--- config.mk ---
export PLATFORM = sky130hd
export DESIGN_NAME = sgb_queue
export DESIGN_NICKNAME = d
export VERILOG_FILES = /design/src/separable_gaussian_blur_core_defines.svh /design/src/sgb_pkg.sv /design/src/sgb_queue.sv
export SDC_FILE = /design/constraint.sdc
export NUM_CORES = 1
export LEC_CHECK = 0
export BUFFER_PORTS_ARGS = -buffer_cell sky130_fd_sc_hd__clkbuf_2
export CAP_MARGIN = 40
export CELL_PAD_IN_SITES_DETAIL_PLACEMENT = 0
export CELL_PAD_IN_SITES_GLOBAL_PLACEMENT = 1
export CORE_MARGIN = 5
export CORE_UTILIZATION = 35
export CTS_CLUSTER_DIAMETER = 150
export CTS_CLUSTER_SIZE = 24
export DETAILED_ROUTE_END_ITERATION = 8
export PLACE_DENSITY = 0.64
export SYNTH_ARGS = -nofsm -noshare
export SYNTH_HDL_FRONTEND = slang
export SYNTH_SLANG_ARGS = --single-unit
--- constraint.sdc ---
create_clock -name i_clk -period 1.8 [get_ports i_clk]
set_input_delay 0.36 -clock i_clk [delete_from_list [all_inputs] [get_ports i_clk]]
set_output_delay 0.36 -clock i_clk [all_outputs]
set_load 0.1 [all_outputs]
--- src/separable_gaussian_blur_core_defines.svh ---
// assertion macros shared by the blur core modules
`ifndef SEPARABLE_GAUSSIAN_BLUR_CORE_DEFINES_SVH
`define SEPARABLE_GAUSSIAN_BLUR_CORE_DEFINES_SVH

// same-cycle implication, clocked by i_clk, off during reset
`define SGB_ASSERT_SAME(lbl, ante, cons, msg) \
    lbl: assert property (@(posedge i_clk) disable iff (!i_rst_n) (ante) |-> (cons)) \
        else $error(msg);

// next-cycle implication, clocked by i_clk, off during reset
`define SGB_ASSERT_NEXT(lbl, ante, cons, msg) \
    lbl: assert property (@(posedge i_clk) disable iff (!i_rst_n) (ante) |=> (cons)) \
        else $error(msg);

`endif

--- src/sgb_pkg.sv ---
// types, constants and helper functions of the separable blur core
package sgb_pkg;

    localparam int COL_W      = 11;
    localparam int ROW_W      = 12;
    localparam int RAD_W      = 3;
    localparam int SLOT_W     = 4;
    localparam int ROW_SLOTS  = 16;
    localparam int TAP_W      = 16;
    localparam int NUM_TAPS   = 8;
    localparam int PIX_W      = 24;
    localparam int QUEUE_DEPTH = 2;
    localparam int CFG_IDX_W  = 3;
    localparam int CFG_DATA_W = 64;

    localparam logic [CFG_IDX_W-1:0] CFG_FRAME_WIDTH  = 3'd0;
    localparam logic [CFG_IDX_W-1:0] CFG_FRAME_HEIGHT = 3'd1;
    localparam logic [CFG_IDX_W-1:0] CFG_RADIUS       = 3'd2;
    localparam logic [CFG_IDX_W-1:0] CFG_TAPS_LOW     = 3'd3;
    localparam logic [CFG_IDX_W-1:0] CFG_TAPS_HIGH    = 3'd4;

    localparam logic ACT_PIXEL = 1'b0;

    typedef struct packed {
        logic       action;
        logic [7:0] red_in;
        logic [7:0] green_in;
        logic [7:0] blue_in;
    } t_in_beat;

    typedef struct packed {
        logic [7:0] red_out;
        logic [7:0] green_out;
        logic [7:0] blue_out;
        logic       frame_end;
    } t_out_beat;

    typedef struct packed {
        logic [COL_W-1:0] w;
        logic [ROW_W-1:0] h;
        logic [RAD_W-1:0] r;
    } t_geom;

    typedef struct packed {
        logic [COL_W-1:0] x;
        logic [ROW_W-1:0] y;
        logic             last;
    } t_job;

    typedef struct packed {
        logic              en;
        logic [SLOT_W-1:0] slot;
        logic [COL_W-1:0]  col;
        logic [PIX_W-1:0]  pixel;
    } t_mem_wr;

    typedef struct packed {
        logic             busy;
        logic [ROW_W-1:0] row;
    } t_guard;

    typedef struct packed {
        logic [RAD_W-1:0] vtap;
        logic [RAD_W-1:0] htap;
        logic             vfirst;
        logic             vlast;
        logic             hfirst;
        logic             hlast;
    } t_tap_tag;

    function automatic logic [TAP_W-1:0] tap_of(input logic [2*CFG_DATA_W-1:0] taps,
                                                 input logic [RAD_W-1:0] k);
        return taps[k*TAP_W +: TAP_W];
    endfunction

endpackage

--- src/sgb_queue.sv ---
// two-entry job queue between the front and back parts
module sgb_queue (
    input  logic        i_clk,
    input  logic        i_rst_n,
    input  logic        i_push,
    input  sgb_pkg::t_job i_push_job,
    input  logic        i_pop,
    output sgb_pkg::t_job o_head,
    output logic        o_empty,
    output logic        o_full
);
    import sgb_pkg::*;

    localparam int PW = $clog2(QUEUE_DEPTH);
    localparam int CW = $clog2(QUEUE_DEPTH + 1);

    t_job          r_ent [QUEUE_DEPTH];
    logic [PW-1:0] r_wp, r_rp;
    logic [CW-1:0] r_cnt;

    assign o_head  = r_ent[r_rp];
    assign o_empty = (r_cnt == '0);
    assign o_full  = (r_cnt == CW'(QUEUE_DEPTH));

    always_ff @(posedge i_clk) begin
        if (i_push) begin
            r_ent[r_wp] <= i_push_job;
        end
    end

    always_ff @(posedge i_clk) begin
        if (!i_rst_n) begin
            r_wp  <= '0;
            r_rp  <= '0;
            r_cnt <= '0;
        end else begin
            if (i_push) begin
                r_wp <= (r_wp == PW'(QUEUE_DEPTH - 1)) ? '0 : r_wp + 1'b1;
            end
            if (i_pop) begin
                r_rp <= (r_rp == PW'(QUEUE_DEPTH - 1)) ? '0 : r_rp + 1'b1;
            end
            r_cnt <= r_cnt + CW'(i_push) - CW'(i_pop);
        end
    end

endmodule

### After elaboration in Yosys (flattened, before gate mapping)

Memory sizes are Yosys's and may differ from the RTL's. A register that Yosys moved wholly into a read port is not among the register bits.
Cells that the tools add are included.

| cells by class | value |
|---|---|
| add/sub/neg operators | 4 |
| equal/unequal tests | 1 |
| muxes and demuxes | 6 |
| reductions and logical operators | 1 |

Operators with widths:

| operator | number |
|---|---|
| 2-to-1 mux 1 bit | 6 |
| adder 1 bit (second input constant) | 2 |
| adder 2 x 1 -> 2 bit | 1 |
| equality test 2 bit (second input constant) | 1 |
| logical NOT 2 bit | 1 |
| subtractor 2 x 1 -> 2 bit | 1 |

| word-level totals | value |
|---|---|
| flip-flop bits (word level) | 4 |
| RAM bits | 48 |
| output and inout bits | 26 |
| memories | 1 |

Memory list:

| name | words | bits a word | read ports | clocked after memory_dff | wr ports | line | source |
|---|---|---|---|---|---|---|---|
| r_ent | 2 | 24 | 1 | 1 | 1 | sgb_queue.sv:17 | `t_job r_ent [QUEUE_DEPTH];` |

### Longest topological paths before layout

| depth | value |
|---|---|
| depth in word-level cells | 4 |
| mapped depth | 6 |
| mapped depth without buffers | 6 |

### Least setup slack after synthesis

OpenSTA, ideal clock, no wires.

| timing | value |
|---|---|
| path kind | reg-to-output |
| start | register r_cnt[1] |
| end | output o_full |
| arrival time | 1.706 ns |
| required time | 1.440 ns |
| setup slack | -0.266 ns |
| stages on the path, launching flop included | 2 |
| path buffers | 0 |
| path through | dfxtp_1 > nor2b_1 |

| between the ends | value |
|---|---|
| longest elaborated chain between the ends | 1 |

Ends and longest elaborated chain:

| item | line | source |
|---|---|---|
| from (decl) | sgb_queue.sv:19 | `logic [CW-1:0] r_cnt;` |
| from (signal assigned) | sgb_queue.sv:43 | `r_cnt <= r_cnt + CW'(i_push) - CW'(i_pop);` |
| equality test 2 bit | sgb_queue.sv:23 | `assign o_full = (r_cnt == CW'(QUEUE_DEPTH));` |
| to (decl) | sgb_queue.sv:10 | `output logic o_full` |

Every way passes these cells.

==> out/metrics.cfg <==
[global_route]
grt_antenna_before_repair=0
grt_first_pass_wirelength_mm=5.48
grt_overflow=0
grt_pass1_vias=1196
grt_max_degree=17
grt_use_total_pct=9.68

[cells_and_area]
fillers=524
area_growth_pct=40.1
nNetsFinal=189
antennaDiodeCount=0
layout-drive-gt1-share_pct=58.8

[sta]
skew_ns=0.00149
rsz0062_at_grt=no
setup_viol=0
min_period_ns=1.74
worst_slew_pin_slew_ns=0.543
setup_tns_ns=0
relSlewSlack_pct=63.9
max_freq_mhz=575
hold_viol_final=0
fin_crit_sh_pct=96.6
slew_viol_final=0

[clock_network]
cts-root-buf=clkbuf_8
clock-sinks=53
numCtsBuffers=5
clock_latency_ns=0.29
clk_pin_slew_ns=0.09
tritoncts=yes
ctsLongestPathBuffers=2
cts_htree_levels=2

[logic_synthesis]
post-synth-top-count-cell=edfxtp_1
syn_inst=96
synth-edff-count=48
synth_ff_type=edfxtp_1
synth_area_leader_cell=edfxtp_1
yosys.area.top_type_share_pct=69.9
ys_seq_area_share_pct=74.7
synthesis.nets=126
netlist_area_sq_um=2060
synth_cell_types=14
avgSynthCellArea_sq_um=21.5
synthArstFlopShare_pct=0
synth.top_cells.by_count=48 x edfxtp_1, 20 x mux2_4, 5 x dfxtp_1
synth-seq-cells=53
synth_area_leaders=edfxtp_1 70%, mux2_4 15%, dfxtp_1 4.9%, mux2_2 2.2%, buf_12 1.9%
synth_warnings=0

[route]
routed_wl_mm=3.42
route.detailed.drc=0
drt.antenna.violating_nets=0
firstDrtPassIters=2
wl_per_cell_microns=14.5
via_per_inst=4.39
num_vias=1031
drt_iter0_drc=34

[run_status]
status=completed

[power]
p_seq_share_pct=46.5
cell_internal_pwr_mw=2.07
pwr-share-clk_pct=20.2
ir_worst_vdd_uv=507
finalPower_mw=3.12
swShare_pct=33.5
combPwrFrac_pct=33.3
leakage_nw=1.14
p_sw_mw=1.05
powerDensity_nw_per_um2=1080

[floorplanning]
core-area_sq_um=5820
die_w_microns=86.8
die_y_microns=86.8
rows=28
start_util_pct=35.5
die_area_sq_um=7530
io_pins=54

[critical_path]
start_kind=register
worstSetupPathType=reg2out
crit_fanout=9
timing.rr.start=r_cnt[0]
cp.required_ns=1.44
r2r-end=r_cnt[1]
reg2regPathDepth=6
cp-end-kind=output pin
r2r_setup_slack_ns=0.53
worstPathArrival_ns=1.38

[place]
place_hpwl_mm=2.68
place_congestion=0.636
io_buffer_count=53

[flow_run]
cap_violations=0

[hold_path]
worstHoldPathType=in2reg
whs_path_depth=1
hold_end=r_ent[1][3]
hp-start=i_push_job[3]

==> cells in the final DEF (no fill, tap or decap) <==
master / synthesis / final
clkbuf_2: 0 / 29
buf_4: 0 / 4
o21a_1: 1 / 1
mux2_2: 4 / 4
nor2_2: 0 / 1
edfxtp_1: 48 / 48
mux2_4: 20 / 20
xor2_1: 1 / 1
clkinvlp_4: 0 / 2
clkbuf_1: 0 / 1
xnor3_1: 1 / 1
nor2b_2: 0 / 2
clkbuf_8: 0 / 5
dfxtp_4: 0 / 1
buf_6: 1 / 1
nor2b_1: 4 / 2
ha_1: 2 / 2
dfxtp_1: 5 / 4
inv_1: 2 / 2
and2_1: 4 / 4
buf_12: 2 / 25
==> metal layers <==
layer / vias up / GRT usage [%] / wire length (microns)
met5: - / 0 / 0
met4: 0 / 3.82 / 41
met3: 4 / 3.52 / 242
met2: 34 / 17.8 / 1900
met1: 506 / 9.82 / 1240
li1: 487 / - / -
==> power groups by stage <==
stage | Combinational (mW) | Sequential, mW | Clock (mW)
2_1_floorplan | 0.731 | 1.47 | 0
3_3_place_gp | 1.04 | 1.48 | 0
3_5_place_dp | 1.05 | 1.48 | 0
4_1_cts | 1.05 | 1.45 | 0.671
5_1_grt | 1.07 | 1.46 | 0.706
6_report | 1.04 | 1.45 | 0.630
==> sequential cells by signal, summed over array words and instances, names as in the netlist, named ones only <==
name	flops
r_cnt	2
r_ent	48
r_rp	1
r_wp	1
==> kinds of logic (layout without fill, tap and decap cells) <==
group	after synthesis	after routing	share of synthesized area, %
AOI/OAI and AO/OA	1	1	0.364
and+or+nand+nor	9	9	2.61
buffers and inverters	5	69	2.85
muxes	24	24	16.7
adders and majority gates	2	2	1.21
DFF	53	53	74.7
xor gates and xnor gates	2	2	1.52
==> cell type report <==
class	count	area (sq um)	share of cell area, %
sequential	53	1550	53.4
multi-input combinational	38	470	16.3
inverter	2	7.51	0.260
clock buffer	6	72.6	2.51
tap	75	93.8	3.25
timing repair buffer	59	687	23.8
clock inverter	2	15.0	0.519
==> how the worst max path moves through the flow <==
stage / from / depth (start not counted) / to
final: register / 3 / o_head[5]
after global routing: register / 3 / o_head[5]
after CTS: register / 3 / o_head[5]
after detailed placement: register / 3 / o_head[5]
after global placement: register / 3 / o_head[11]
after floorplan: r_cnt[1] / 1 / o_full
==> critical path: stages, from the launching register on <==
cell     delay [ns]
dfxtp_4        0.41
buf_6          0.18
mux2_4         0.33
buf_12         0.17
==> per-stage QoR <==
step           utilization, %  setup WS (ns)  hold WS, ns  instance area, sq um  std cells
3_5_place_dp             48.1          0.286        0.555                  2800        227
6_report                 49.7         0.0610        0.251                  2890        235
5_1_grt                  49.7        0.00662        0.234                  2890        235
2_1_floorplan               -          0.235        0.459                  2070         96
4_1_cts                  49.7         0.0316        0.235                  2890        235
3_3_place_gp             48.1          0.303        0.550                  2800        227
==> what timing repair did <==
action / in CTS / in global routing
setup endpoints to repair: 9 / 0
setup buffers: 0 / 0
hold buffers: 0 / 0
gates resized for setup: 2 / 0
hold endpoints to repair: 0 / 0
Note: power is estimated with default switching activity, not from simulation.
