[config.mk]
export PLATFORM = sky130hd
export DESIGN_NAME = sgb_front
export DESIGN_NICKNAME = d
export VERILOG_FILES = /design/src/sgb_pkg.sv /design/src/sgb_front.sv
export VERILOG_INCLUDE_DIRS = /design/src /design/src/src
export SDC_FILE = /design/constraint.sdc
export NUM_CORES = 1
export LEC_CHECK = 0
export ABC_AREA = 1
export BUFFER_PORTS_ARGS = -buffer_cell sky130_fd_sc_hd__buf_2
export CAP_MARGIN = 40
export CORE_UTILIZATION = 42
export DETAILED_ROUTE_END_ITERATION = 12
export MAX_ROUTING_LAYER = met4
export PLACE_DENSITY = 0.68
export SLEW_MARGIN = 10
export SYNTH_ARGS = -nofsm -noshare
export SYNTH_HDL_FRONTEND = slang
export SYNTH_SLANG_ARGS = --single-unit
[constraint.sdc]
create_clock -name i_clk -period 6.11 [get_ports i_clk]
set_input_delay 0.3055 -clock i_clk [delete_from_list [all_inputs] [get_ports i_clk]]
set_output_delay 0.3055 -clock i_clk [all_outputs]
set_load 0.02 [all_outputs]
[src/separable_gaussian_blur_core_defines.svh]
// assertion macros shared by the blur core modules
`ifndef SEPARABLE_GAUSSIAN_BLUR_CORE_DEFINES_SVH
`define SEPARABLE_GAUSSIAN_BLUR_CORE_DEFINES_SVH

// same-cycle implication, clocked by i_clk, off during reset
`define SGB_ASSERT_SAME(lbl, ante, cons, msg) \
    lbl: assert property (@(posedge i_clk) disable iff (!i_rst_n) (ante) |-> (cons)) \
        else $error(msg);

// next-cycle implication, clocked by i_clk, off during reset
`define SGB_ASSERT_NEXT(lbl, ante, cons, msg) \
    lbl: assert property (@(posedge i_clk) disable iff (!i_rst_n) (ante) |=> (cons)) \
        else $error(msg);

`endif

[src/sgb_pkg.sv]
// types, constants and helper functions of the separable blur core
package sgb_pkg;

    localparam int COL_W      = 11;
    localparam int ROW_W      = 12;
    localparam int RAD_W      = 3;
    localparam int SLOT_W     = 4;
    localparam int ROW_SLOTS  = 16;
    localparam int TAP_W      = 16;
    localparam int NUM_TAPS   = 8;
    localparam int PIX_W      = 24;
    localparam int QUEUE_DEPTH = 2;
    localparam int CFG_IDX_W  = 3;
    localparam int CFG_DATA_W = 64;

    localparam logic [CFG_IDX_W-1:0] CFG_FRAME_WIDTH  = 3'd0;
    localparam logic [CFG_IDX_W-1:0] CFG_FRAME_HEIGHT = 3'd1;
    localparam logic [CFG_IDX_W-1:0] CFG_RADIUS       = 3'd2;
    localparam logic [CFG_IDX_W-1:0] CFG_TAPS_LOW     = 3'd3;
    localparam logic [CFG_IDX_W-1:0] CFG_TAPS_HIGH    = 3'd4;

    localparam logic ACT_PIXEL = 1'b0;

    typedef struct packed {
        logic       action;
        logic [7:0] red_in;
        logic [7:0] green_in;
        logic [7:0] blue_in;
    } t_in_beat;

    typedef struct packed {
        logic [7:0] red_out;
        logic [7:0] green_out;
        logic [7:0] blue_out;
        logic       frame_end;
    } t_out_beat;

    typedef struct packed {
        logic [COL_W-1:0] w;
        logic [ROW_W-1:0] h;
        logic [RAD_W-1:0] r;
    } t_geom;

    typedef struct packed {
        logic [COL_W-1:0] x;
        logic [ROW_W-1:0] y;
        logic             last;
    } t_job;

    typedef struct packed {
        logic              en;
        logic [SLOT_W-1:0] slot;
        logic [COL_W-1:0]  col;
        logic [PIX_W-1:0]  pixel;
    } t_mem_wr;

    typedef struct packed {
        logic             busy;
        logic [ROW_W-1:0] row;
    } t_guard;

    typedef struct packed {
        logic [RAD_W-1:0] vtap;
        logic [RAD_W-1:0] htap;
        logic             vfirst;
        logic             vlast;
        logic             hfirst;
        logic             hlast;
    } t_tap_tag;

    function automatic logic [TAP_W-1:0] tap_of(input logic [2*CFG_DATA_W-1:0] taps,
                                                 input logic [RAD_W-1:0] k);
        return taps[k*TAP_W +: TAP_W];
    endfunction

endpackage

[src/sgb_front.sv]
// front part: takes beats, stores pixels, decides which output is due
`include "separable_gaussian_blur_core_defines.svh"
module sgb_front (
    input  logic              i_clk,
    input  logic              i_rst_n,
    input  sgb_pkg::t_geom    i_geom,
    input  logic              i_restart,
    input  logic              i_in_valid,
    input  sgb_pkg::t_in_beat i_in_data,
    output logic              o_in_stall,
    input  logic              i_q_full,
    input  sgb_pkg::t_guard   i_guard,
    output logic              o_push,
    output sgb_pkg::t_job     o_push_job,
    output sgb_pkg::t_mem_wr  o_wr
);
    import sgb_pkg::*;

    logic [COL_W-1:0] r_in_col, r_out_col, n_in_col, n_out_col;
    logic [ROW_W-1:0] r_in_row, r_out_row, n_in_row, n_out_row;
    logic             r_flush_hold, n_flush_hold;

    logic [COL_W-1:0] c_in_col, c_out_col, p_in_col, nx;
    logic [ROW_W-1:0] c_in_row, c_out_row, p_in_row, ny;
    logic             bad, accept, pixel, ready, last;
    logic [COL_W:0]   col_inc, col_reach;
    logic [ROW_W:0]   row_reach;
    logic signed [ROW_W+1:0] lead;

    always_comb begin
        // rows ahead of the oldest job still reading the line store
        lead = signed'({2'b00, r_in_row}) - signed'({2'b00, i_guard.row});
        // jobs of the previous frame block the next frame entirely
        o_in_stall = i_q_full ||
            (i_guard.busy && (r_flush_hold || lead < 0 ||
                lead > signed'((ROW_W+2)'(ROW_SLOTS - 1) - (ROW_W+2)'(i_geom.r))));
        accept = i_in_valid && !o_in_stall;

        bad = (r_in_col >= i_geom.w) || (r_in_row > i_geom.h) ||
              (r_out_col >= i_geom.w) || (r_out_row >= i_geom.h);
        c_in_col  = bad ? '0 : r_in_col;
        c_in_row  = bad ? '0 : r_in_row;
        c_out_col = bad ? '0 : r_out_col;
        c_out_row = bad ? '0 : r_out_row;

        pixel   = (i_in_data.action == ACT_PIXEL) && (c_in_row < i_geom.h);
        col_inc = {1'b0, c_in_col} + 1'b1;
        p_in_col = c_in_col;
        p_in_row = c_in_row;
        if (pixel) begin
            if (col_inc >= {1'b0, i_geom.w}) begin
                p_in_col = '0;
                p_in_row = c_in_row + 1'b1;
            end else begin
                p_in_col = col_inc[COL_W-1:0];
            end
        end

        col_reach = {1'b0, c_out_col} + (COL_W+1)'(i_geom.r);
        nx = (col_reach > (COL_W+1)'(i_geom.w - 1'b1)) ? i_geom.w - 1'b1
                                                       : col_reach[COL_W-1:0];
        row_reach = {1'b0, c_out_row} + (ROW_W+1)'(i_geom.r);
        ny = (row_reach > (ROW_W+1)'(i_geom.h - 1'b1)) ? i_geom.h - 1'b1
                                                       : row_reach[ROW_W-1:0];
        ready = (p_in_row > ny) || ((p_in_row == ny) && (p_in_col > nx));
        last  = (c_out_col == i_geom.w - 1'b1) && (c_out_row == i_geom.h - 1'b1);

        o_push     = accept && ready;
        o_push_job = '{x: c_out_col, y: c_out_row, last: last};

        o_wr.en    = accept && pixel;
        o_wr.slot  = c_in_row[SLOT_W-1:0];
        o_wr.col   = c_in_col;
        o_wr.pixel = {i_in_data.blue_in, i_in_data.green_in, i_in_data.red_in};

        n_flush_hold = r_flush_hold && i_guard.busy;
        if (o_push && last) begin
            n_flush_hold = 1'b1;
        end

        n_in_col  = r_in_col;
        n_in_row  = r_in_row;
        n_out_col = r_out_col;
        n_out_row = r_out_row;
        if (accept) begin
            n_in_col  = p_in_col;
            n_in_row  = p_in_row;
            n_out_col = c_out_col;
            n_out_row = c_out_row;
            if (o_push) begin
                if (last) begin
                    n_in_col  = '0;
                    n_in_row  = '0;
                    n_out_col = '0;
                    n_out_row = '0;
                end else if (c_out_col == i_geom.w - 1'b1) begin
                    n_out_col = '0;
                    n_out_row = c_out_row + 1'b1;
                end else begin
                    n_out_col = c_out_col + 1'b1;
                end
            end
        end
        if (i_restart) begin
            n_in_col  = '0;
            n_in_row  = '0;
            n_out_col = '0;
            n_out_row = '0;
            n_flush_hold = 1'b0;
        end
    end

    always_ff @(posedge i_clk) begin
        if (!i_rst_n) begin
            r_in_col     <= '0;
            r_in_row     <= '0;
            r_out_col    <= '0;
            r_out_row    <= '0;
            r_flush_hold <= 1'b0;
        end else begin
            r_in_col     <= n_in_col;
            r_in_row     <= n_in_row;
            r_out_col    <= n_out_col;
            r_out_row    <= n_out_row;
            r_flush_hold <= n_flush_hold;
        end
    end

    `SGB_ASSERT_NEXT(a_last_restarts, o_push && last, r_in_col == '0 && r_in_row == '0 && r_out_col == '0 && r_out_row == '0, "frame end did not restart positions")
    `SGB_ASSERT_SAME(a_row_in_frame, !i_restart, r_in_row <= i_geom.h, "input row beyond frame")

endmodule

* Word level (Yosys, flattened, before mapping)
Index checks and enable logic that the tools add are counted.
** Storage, ports and cells
- Output and inout bits :: 66
- Bits in registers :: 47
- Word-level logic and storage cells :: 73
** Operators by class
- Muxes and demuxes :: 21
- Reduce and logical (&&, ||, !) cells :: 18
- $lt $le $gt $ge :: 12
- Eq/ne operators :: 3
- Add/sub/neg operators :: 12
- Bitwise operators :: 2
** Operators by type and width (count)
- 12-bit 2-to-1 mux :: 10
- 11-bit 2-to-1 mux :: 10
- 12-bit > comparator :: 3
- 12-bit by 1-bit adder with 12-bit output, second input constant :: 2
- 12-bit == test :: 2
- 11-bit greater-or-equal comparator :: 2
- 12-bit by 3-bit adder with 13-bit output :: 1
- 13-bit > comparator :: 1
- 13-bit by 5-bit > comparator with 1-bit output :: 1
- 13-bit by 1-bit < comparator with 1-bit output, second input constant :: 1
- 12-bit by 1-bit subtractor with 13-bit output, second input constant :: 1
- 12-bit by 12-bit subtractor with 13-bit output :: 1
- 11-bit by 1-bit adder with 12-bit output, second input constant :: 1
- 11-bit by 3-bit adder with 12-bit output :: 1
- 12-bit by 11-bit greater-or-equal comparator with 1-bit output :: 1
- 12-bit greater-or-equal comparator :: 1
- 12-bit < comparator :: 1
- 11-bit by 1-bit subtractor with 12-bit output, second input constant :: 1
- 12-bit by 1-bit subtractor with 12-bit output, second input constant :: 1
- 11-bit by 1-bit adder with 11-bit output, second input constant :: 1
- 11-bit == test :: 1
- 11-bit > comparator :: 1
- 11-bit by 1-bit subtractor with 11-bit output, second input constant :: 1
- 1-bit logical AND :: 9
- other kinds (6) :: 13

* Longest topological paths before layout
Gate-level depths: netlist (run 1).
- Depth after elaboration :: 15
- Mapped depth :: 52
- Depth with buffers taken out :: 50

* Worst setup path after synthesis (run 1)
Ideal clock, no wire load.
- Kind :: input -> register
- From :: input port i_geom[25] (netlist bit)
- To :: register r_out_row[5]
- Path buffers :: 3
- Cell stages on the path :: 47
- Arrival time :: 6.401 ns
- Path slack :: -0.424 ns
- Path through :: inv_1 -> ha_1 -> nand2_1 -> inv_2 -> nand2_1 -> nand3_1 -> nor2_1 -> nand2_1 -> nor2_4 -> nand3_4 -> buf_6 -> nor2_2 -> ha_1 -> inv_1 -> fa_1 -> nor2_1 -> o21ai_1 -> nor2_1 -> [... 11 more ...] -> clkbuf_1 -> nand2_1 -> o21ai_1 -> ha_1 -> nand2_1 -> inv_1 -> nand3_1 -> nor3_1 -> nand4_1 -> a31oi_1 -> nand2_1 -> nand2_1 -> inv_1 -> nor2_2 -> buf_2 -> nand4_1 -> nand3_1 -> a21oi_1
** RTL lines
- from (decl) :: RTL line sgb_front.sv:6 : input sgb_pkg::t_geom i_geom,
- to (signal assigned) :: RTL line sgb_front.sv:124 : r_out_row <= n_out_row;
- to (decl) :: RTL line sgb_front.sv:20 : logic [ROW_W-1:0] r_in_row, r_out_row, n_in_row, n_out_row;

* Worst setup path after layout (run 1)
- From :: register r_out_col[10]
- To :: register r_out_col[4]
** Between the ends
- Longest elaborated chain between the ends :: 13
** Ends and longest elaborated chain
- from (decl) :: RTL line sgb_front.sv:19 : logic [COL_W-1:0] r_in_col, r_out_col, n_in_col, n_out_col;
- from (signal assigned) :: RTL line sgb_front.sv:123 : r_out_col <= n_out_col;
- 11-bit greater-or-equal comparator :: RTL line sgb_front.sv:40 : (r_out_col >= i_geom.w) || (r_out_row >= i_geom.h);
- 1-bit logical OR :: RTL line sgb_front.sv:39 : bad = (r_in_col >= i_geom.w) || (r_in_row > i_geom.h) ||
- 1-bit logical OR :: RTL line sgb_front.sv:40
- 11-bit 2-to-1 mux :: RTL line sgb_front.sv:41 : c_in_col = bad ? '0 : r_in_col;
- 11-bit by 1-bit adder with 12-bit output :: RTL line sgb_front.sv:47 : col_inc = {1'b0, c_in_col} + 1'b1;
- 12-bit by 11-bit greater-or-equal comparator with 1-bit output :: RTL line sgb_front.sv:51 : if (col_inc >= {1'b0, i_geom.w}) begin
- 11-bit 2-to-1 mux / 12-bit 2-to-1 mux (equally long branches) :: RTL line sgb_front.sv:51
- 11-bit 2-to-1 mux / 12-bit 2-to-1 mux (equally long branches) :: RTL line sgb_front.sv:50 : if (pixel) begin
- 11-bit > comparator / 12-bit == test (equally long branches) :: RTL line sgb_front.sv:65 : ready = (p_in_row > ny) || ((p_in_row == ny) && (p_in_col > nx));
- 1-bit logical AND :: RTL line sgb_front.sv:65
- 1-bit logical OR :: RTL line sgb_front.sv:65
- 1-bit logical AND :: RTL line sgb_front.sv:68 : o_push = accept && ready;
- 11-bit 2-to-1 mux * :: RTL line sgb_front.sv:90 : if (o_push) begin
Every way passes the cells marked *; elsewhere a longest branch is shown, timed or not.
A chain may end at the register's enable or synchronous reset.

==> results of run 1 <==
Yosys cell counts, types with 3 or more instances:
cell / n / share of area [%]
nor4_1: 6 / 0.41
clkbuf_1: 13 / 0.54
inv_2: 5 / 0.21
xnor2_1: 7 / 0.67
nand3_1: 99 / 5.4
inv_1: 229 / 9.4
nand3b_1: 8 / 0.66
or2_2: 3 / 0.21
nor3_1: 20 / 1.1
a21oi_1: 103 / 5.7
o22ai_1: 3 / 0.21
a21oi_2: 3 / 0.29
nor2_2: 28 / 1.9
o21ai_0: 45 / 2.5
o21ai_1: 13 / 0.71
nand2_1: 474 / 20
nand4_1: 52 / 3.6
ha_1: 143 / 20
a211oi_1: 4 / 0.33
xor2_1: 38 / 3.7
fa_1: 3 / 0.66
buf_4: 27 / 2.2
nand2_2: 3 / 0.21
buf_2: 11 / 0.60
dfxtp_1: 47 / 10
nor2_1: 124 / 5.1
nor2_4: 6 / 0.74
worst min-delay path by stage:
stage                          endpoint  cells after the start         start  slack, ps
after floorplan            r_flush_hold                      2  r_flush_hold        440
after global placement     r_out_col[2]                      2  r_out_col[2]        530
after detailed placement   r_out_col[2]                      2  r_out_col[2]        530
after CTS                 r_out_col[10]                      4     i_restart        340
after global routing      r_out_col[10]                      4     i_restart        400
final                     r_out_col[10]                      4     i_restart        350
registers in the layout (all words and copies together) (netlist names):
register	flops
r_out_row	12
r_in_col	11
r_out_col	11
r_in_row	12
r_flush_hold	1
critical path: cells and delay by family (launching register included):
kind                       cells  cell delay (ps)
and+or+nand+nor               25             2620
adders and majority gates      5             1350
AOI/OAI and AO/OA              7              880
buffers and inverters          8              850
DFF                            1              370
xor gates and xnor gates       2              360
stage by stage:
step | util [%] | instance area (µm²) | instances | hold WS (ps) | setup slack, ps
4_1_cts | 59.6 | 12600 | 2176 | 341 | -381
6_report | 62.7 | 13300 | 2198 | 346 | -415
3_3_place_gp | 55.9 | 11800 | 2143 | 527 | -818
2_1_floorplan | - | 9280 | 1553 | 436 | -45.5
5_1_grt | 62.7 | 13300 | 2198 | 399 | -861
3_5_place_dp | 55.9 | 11800 | 2143 | 532 | -931
cells in the final DEF, fill, tap and decap left out, drive strengths merged, types with 2 or more instances in the layout:
cell	count
nor3	22
nor4	7
fa	3
o21ai	58
ha	143
xor2	38
o22ai	3
clkinv	5
o2111ai	2
nand3b	8
dfxtp	47
clkinvlp	9
o211ai	2
and2	2
o31ai	2
nand2	477
o21bai	2
a21o	2
nand3	101
inv	228
nand4	53
or2	5
a21oi	106
a211oi	4
clkbuf	9
nor2	159
o21a	2
xnor2	7
buf	409
power by group through the flow:
| stage | Clock, W | Sequential [W] | Combinational (W) |
|---|---|---|---|
| floorplan | 0 | 0.000315 | 0.000206 |
| global placement | 0 | 0.000316 | 0.000323 |
| detailed placement | 0 | 0.000316 | 0.000328 |
| CTS | 0.000314 | 0.000307 | 0.000354 |
| global route | 0.000326 | 0.000307 | 0.000428 |
| finish | 0.000312 | 0.000307 | 0.000392 |
area by class of cell:
cell class | instances | area [µm²] | share of cell area, %
inverter | 236 | 910 | 6.86
timing repair buffer | 412 | 3110 | 23.4
timing repair inverter | 4 | 25.0 | 0.189
clock inverter | 2 | 16.3 | 0.123
multi-input combinational | 1216 | 7750 | 58.4
tap | 275 | 344 | 2.59
sequential | 47 | 978 | 7.37
clock buffer | 6 | 139 | 1.05
cell families (layout without fill, tap and decap cells):
group,count (synthesis),in the layout
compound gates,189,189
xor+xnor,45,45
fa+ha+maj,146,146
buf+inv,290,660
flops,47,47
mux,1,1
simple gates,835,835
repair_timing:
action,CTS,global route
pin swaps,46,73
resized for setup,103,110
cloned,3,6
hold buffers,0,0
setup buffers,22,16
endpoints found under the setup margin,48,48
routing by layer:
metal	share of wire, %	vias to the layer above	routed length, µm	track usage (%)
li1	-	5767	-	-
met1	42	5379	15500	40.4
met2	48	457	17700	56.1
met3	6.3	106	2340	2.97
met4	4.2	0	1570	13.1
met5	0	-	0	-
==> flow_summary.json, run 1 <==
{
  "outcome": "finished with violations",
  "violations": "setup timing",
  "antenna_found_initial": 0,
  "portBuffers": 86,
  "grt_pass1_vias": 10700,
  "skew_ps": 16.2,
  "routedWlPerCell_um": 16.9,
  "drv_slew": 0,
  "die_x_um": 149,
  "path_common_cell": "nand2_2",
  "yosysSeqAreaShare_pct": 10.3,
  "n_antenna_cell": 0,
  "ios": 135,
  "worstSetupPathType": "reg2reg",
  "r2r_setup_slack_ps": -410,
  "worstSetupEndpointType": "flip-flop",
  "first_pass_iters": 7,
  "drive_above_1_share_pct": 33.7,
  "relSlewSlack_pct": 55.6,
  "start_util_pct": 43.0,
  "tns_ps": -15160,
  "clkTransAtPathRegs_ps": 70,
  "critical_path.slowest_cell": "dfxtp_4",
  "async_flop_share_pct": 0,
  "synth_compound_area_share_pct": 11.2,
  "power_density_nw_per_um2": 76.2,
  "setup_viol": 46,
  "vias_per_cell": 5.33,
  "r2r-start": "r_out_col[10]",
  "synth-simple-area-share_pct": 40.3,
  "synthMuxAreaShare_pct": 0.110,
  "nNetsFinal": 2137,
  "worstPathArrival_ps": 6760,
  "p_total_w": 0.00101,
  "leakagePower_nw": 6.81,
  "drtIter0Drc": 912,
  "synth_area_um2": 9100,
  "switching_share_pct": 37.1,
  "syn_avg_cell_area_um2": 5.86,
  "setup_ws_ps": -415,
  "synth_edf_count": 0,
  "synth_cells": 1553,
  "synth-xor-area-share_pct": 4.33,
  "placeableCoreArea_um2": 21200,
  "route.detailed.drc": 0,
  "hpwl_mm": 29.2,
  "reg2reg_depth": 47,
  "cts_tree": "built",
  "power.internal_w": 0.000636,
  "track_usage_pct": 33.1,
  "cp-startpoint": "r_out_col[10]",
  "synth_top_family_by_area": "simple AND/OR/NAND/NOR gates",
  "netSwitchingPower_w": 0.000375,
  "dieArea_um2": 22300,
  "min_period_ps": 6520,
  "cts_buffer_depth": 2,
  "worstHoldPathType": "in2reg",
  "place_congestion": 1.00,
  "required_ps": 6340,
  "die_h_um": 149,
  "max_cap_violations": 0,
  "pwr-share-seq_pct": 30.4,
  "synth_cell_type_count": 53,
  "grt-ovfl-total": 0,
  "hold_violations": 0,
  "ir_worst_vdd_uv": 95.2,
  "cts_max_level": 2,
  "r2r_end": "r_out_col[4]",
  "worstMarginPinSlew_ps": 666,
  "synth.ff_latch_count": 47,
  "areaGrowthSynthToFinish_pct": 45.8,
  "cts_inserted_buffers": 5,
  "ys_warn_count": 0,
  "grt_max_degree": 50,
  "routed_wl_mm": 37.2,
  "cts_root_buffer": "clkbuf_16",
  "clock_latency_ps": 320,
  "grt_pass1_wl_mm": 56.0,
  "synth_flop_cell": "dfxtp_1",
  "ant_nets": 0,
  "grt_setup_unrepaired": "true",
  "max_stage_delay_ps": 370,
  "syn_nets": 1768,
  "power_frac_comb_pct": 38.8,
  "critPathLaunchType": "flip-flop",
  "vias": 11700,
  "endpoint": "r_out_col[4]",
  "fmax_mhz": 153,
  "fillCellCount": 1959,
  "rows": 53,
  "cts_sinks": 47,
  "yosys.area_share.adder_pct": 20.3,
  "p_clk_share_pct": 30.9,
  "cp_max_fo": 6,
  "fin_crit_sh_pct": 107
}
Note: power is estimated with default switching activity, not from simulation.
==> inputs of run 2 (changes only) <==
Settings changed: PLACE_DENSITY 0.68 to unset.
==> flow_summary.json, run 2 (same netlist as run 1, synthesis figures left out) <==
{
  "first_pass_iters": 5,
  "netSwitchingPower_w": 0.000370,
  "switching_share_pct": 37.3,
  "path_delay_family": "simple AND/OR/NAND/NOR gates",
  "cts_hold_buf": 0,
  "routed_wl_mm": 37.3,
  "setup_ws_ps": -405,
  "cts_inserted_buffers": 5,
  "worstPathArrival_ps": 6740,
  "cp_max_fo": 7,
  "mostFrequentLayoutCell": "nand2_1",
  "skew_ps": 16.5,
  "pwr-share-seq_pct": 30.5,
  "antenna_found_initial": 0,
  "critPathLaunchType": "input pin",
  "r2r_setup_slack_ps": -400,
  "cts_max_level": 2,
  "vias": 11400,
  "hold_end": "r_out_row[11]",
  "placeableCoreArea_um2": 21200,
  "die_x_um": 149,
  "grt_pass1_vias": 10600,
  "critical_path.slowest_cell": "fa_2",
  "leakagePower_nw": 6.73,
  "drtIter0Drc": 722,
  "dieArea_um2": 22300,
  "grt-ovfl-total": 0,
  "violations": "setup timing",
  "vias_per_cell": 5.24,
  "relSlewSlack_pct": 53.0,
  "cts_tree": "built",
  "worstSetupPathType": "in2reg",
  "areaGrowthSynthToFinish_pct": 46.3,
  "ios": 135,
  "grt_pass1_wl_mm": 56.3,
  "outcome": "finished with violations",
  "path_buf_inv": 9,
  "clock_latency_ps": 310,
  "worstHoldPathType": "in2reg",
  "fin_crit_sh_pct": 107,
  "nNetsFinal": 2109,
  "grt_max_degree": 43,
  "ir_worst_vdd_uv": 97.5,
  "finalInstanceArea_um2": 13300,
  "cts_root_buffer": "clkbuf_16",
  "min_period_ps": 6520,
  "dpl_worst_slack_ps": -758,
  "p_clk_share_pct": 30.4,
  "cts_sinks": 47,
  "route.detailed.drc": 0,
  "routedWlPerCell_um": 17.2,
  "worstSetupEndpointType": "flip-flop",
  "min_from": "i_restart",
  "reg2reg_depth": 45,
  "place_congestion": 0.965,
  "max_cap_violations": 0,
  "drive_above_1_share_pct": 35.1,
  "cts_buffer_depth": 2,
  "fmax_mhz": 153,
  "die_h_um": 149,
  "finalNonFillerCells": 2169,
  "min_delay_path_depth": 4,
  "ant_nets": 0,
  "portBuffers": 86,
  "power.internal_w": 0.000623,
  "drv_slew": 0,
  "max_stage_delay_ps": 370,
  "largestRegisters": "r_in_row: 12 flops, r_out_row: 12 flops",
  "power_density_nw_per_um2": 74.6,
  "clkTransAtPathRegs_ps": 80,
  "setup_viol": 46,
  "worstMarginPinSlew_ps": 704,
  "place_area_um2": 11700,
  "track_usage_pct": 33.9,
  "n_antenna_cell": 0,
  "hold_violations": 0,
  "power_frac_comb_pct": 39.1,
  "final_cell_mix": "nand2_1 (425), buf_4 (275), inv_1 (210)",
  "dp.cells": 2129,
  "required_ps": 6340,
  "start_util_pct": 43.0,
  "r2r_end": "r_out_col[4]",
  "rows": 53,
  "grt_setup_unrepaired": "true",
  "hpwl_mm": 29.6,
  "r2r-start": "r_out_row[11]"
}
run 2: worst register-to-register path, delay by kind of cell (launching register included):
| kind | cells | cell delay, ps |
|---|---|---|
| AND/OR/NAND/NOR | 28 | 3270 |
| flip-flops | 1 | 370 |
| buffers and inverters | 6 | 650 |
| AO/OA/AOI/OAI | 5 | 540 |
| adder cells (fa/ha/maj) | 5 | 1410 |
| XOR/XNOR | 1 | 150 |
run 2: how the worst max path moves through the flow:
stage,from,cells past startpoint,endpoint
final,i_geom[14],48,r_out_col[4]
after global routing,i_geom[24],45,r_out_col[4]
after CTS,r_out_row[5],44,o_push
after detailed placement,i_geom[14],45,r_flush_hold
after global placement,i_geom[14],41,r_flush_hold
after floorplan,i_geom[25],47,r_out_row[8]
run 2: cell type report:
| type | instances | area, µm² |
|---|---|---|
| timing repair inverter | 2 | 15.0 |
| fill | 2049 | 7840 |
| tap | 275 | 344 |
| clock inverter | 1 | 5.00 |
| timing repair buffer | 386 | 2910 |
| multi-input combinational | 1216 | 8000 |
| sequential | 47 | 1000 |
| clock buffer | 6 | 139 |
| inverter | 236 | 908 |
run 2: power by group through the flow:
| stage | combinational [W] | sequential, W | clock, W |
|---|---|---|---|
| 2_1_floorplan | 0.000206 | 0.000315 | 0 |
| 3_3_place_gp | 0.000324 | 0.000315 | 0 |
| 3_5_place_dp | 0.000326 | 0.000315 | 0 |
| 4_1_cts | 0.000357 | 0.000303 | 0.000303 |
| 5_1_grt | 0.000426 | 0.000303 | 0.000318 |
| 6_report | 0.000388 | 0.000303 | 0.000302 |
run 2: through the flow:
step	TNS (ps)	total power (W)	util, %	hold WS, ps
floorplan	-227	0.000521	-	436
global placement	-28390	0.000639	55.5	577
detailed placement	-29110	0.000642	55.5	583
CTS	-9850	0.000963	60.2	352
global route	-32920	0.00105	63.0	368
finish	-13710	0.000993	63.0	351
run 2: repair_timing:
action	4_1_cts	5_1_grt
endpoints found under the setup margin	48	48
gates resized for setup	155	123
pin swaps	65	75
buffers inserted	15	14
gates cloned	3	2
run 2: layer usage:
| metal | vias up | track usage [%] | wire length [µm] |
|---|---|---|---|
| met3 | 85 | 2.87 | 2020 |
| met4 | 0 | 11.3 | 1410 |
| met5 | - | - | 0 |
| li1 | 5696 | - | - |
| met2 | 361 | 56.7 | 17600 |
| met1 | 5216 | 42.6 | 16200 |
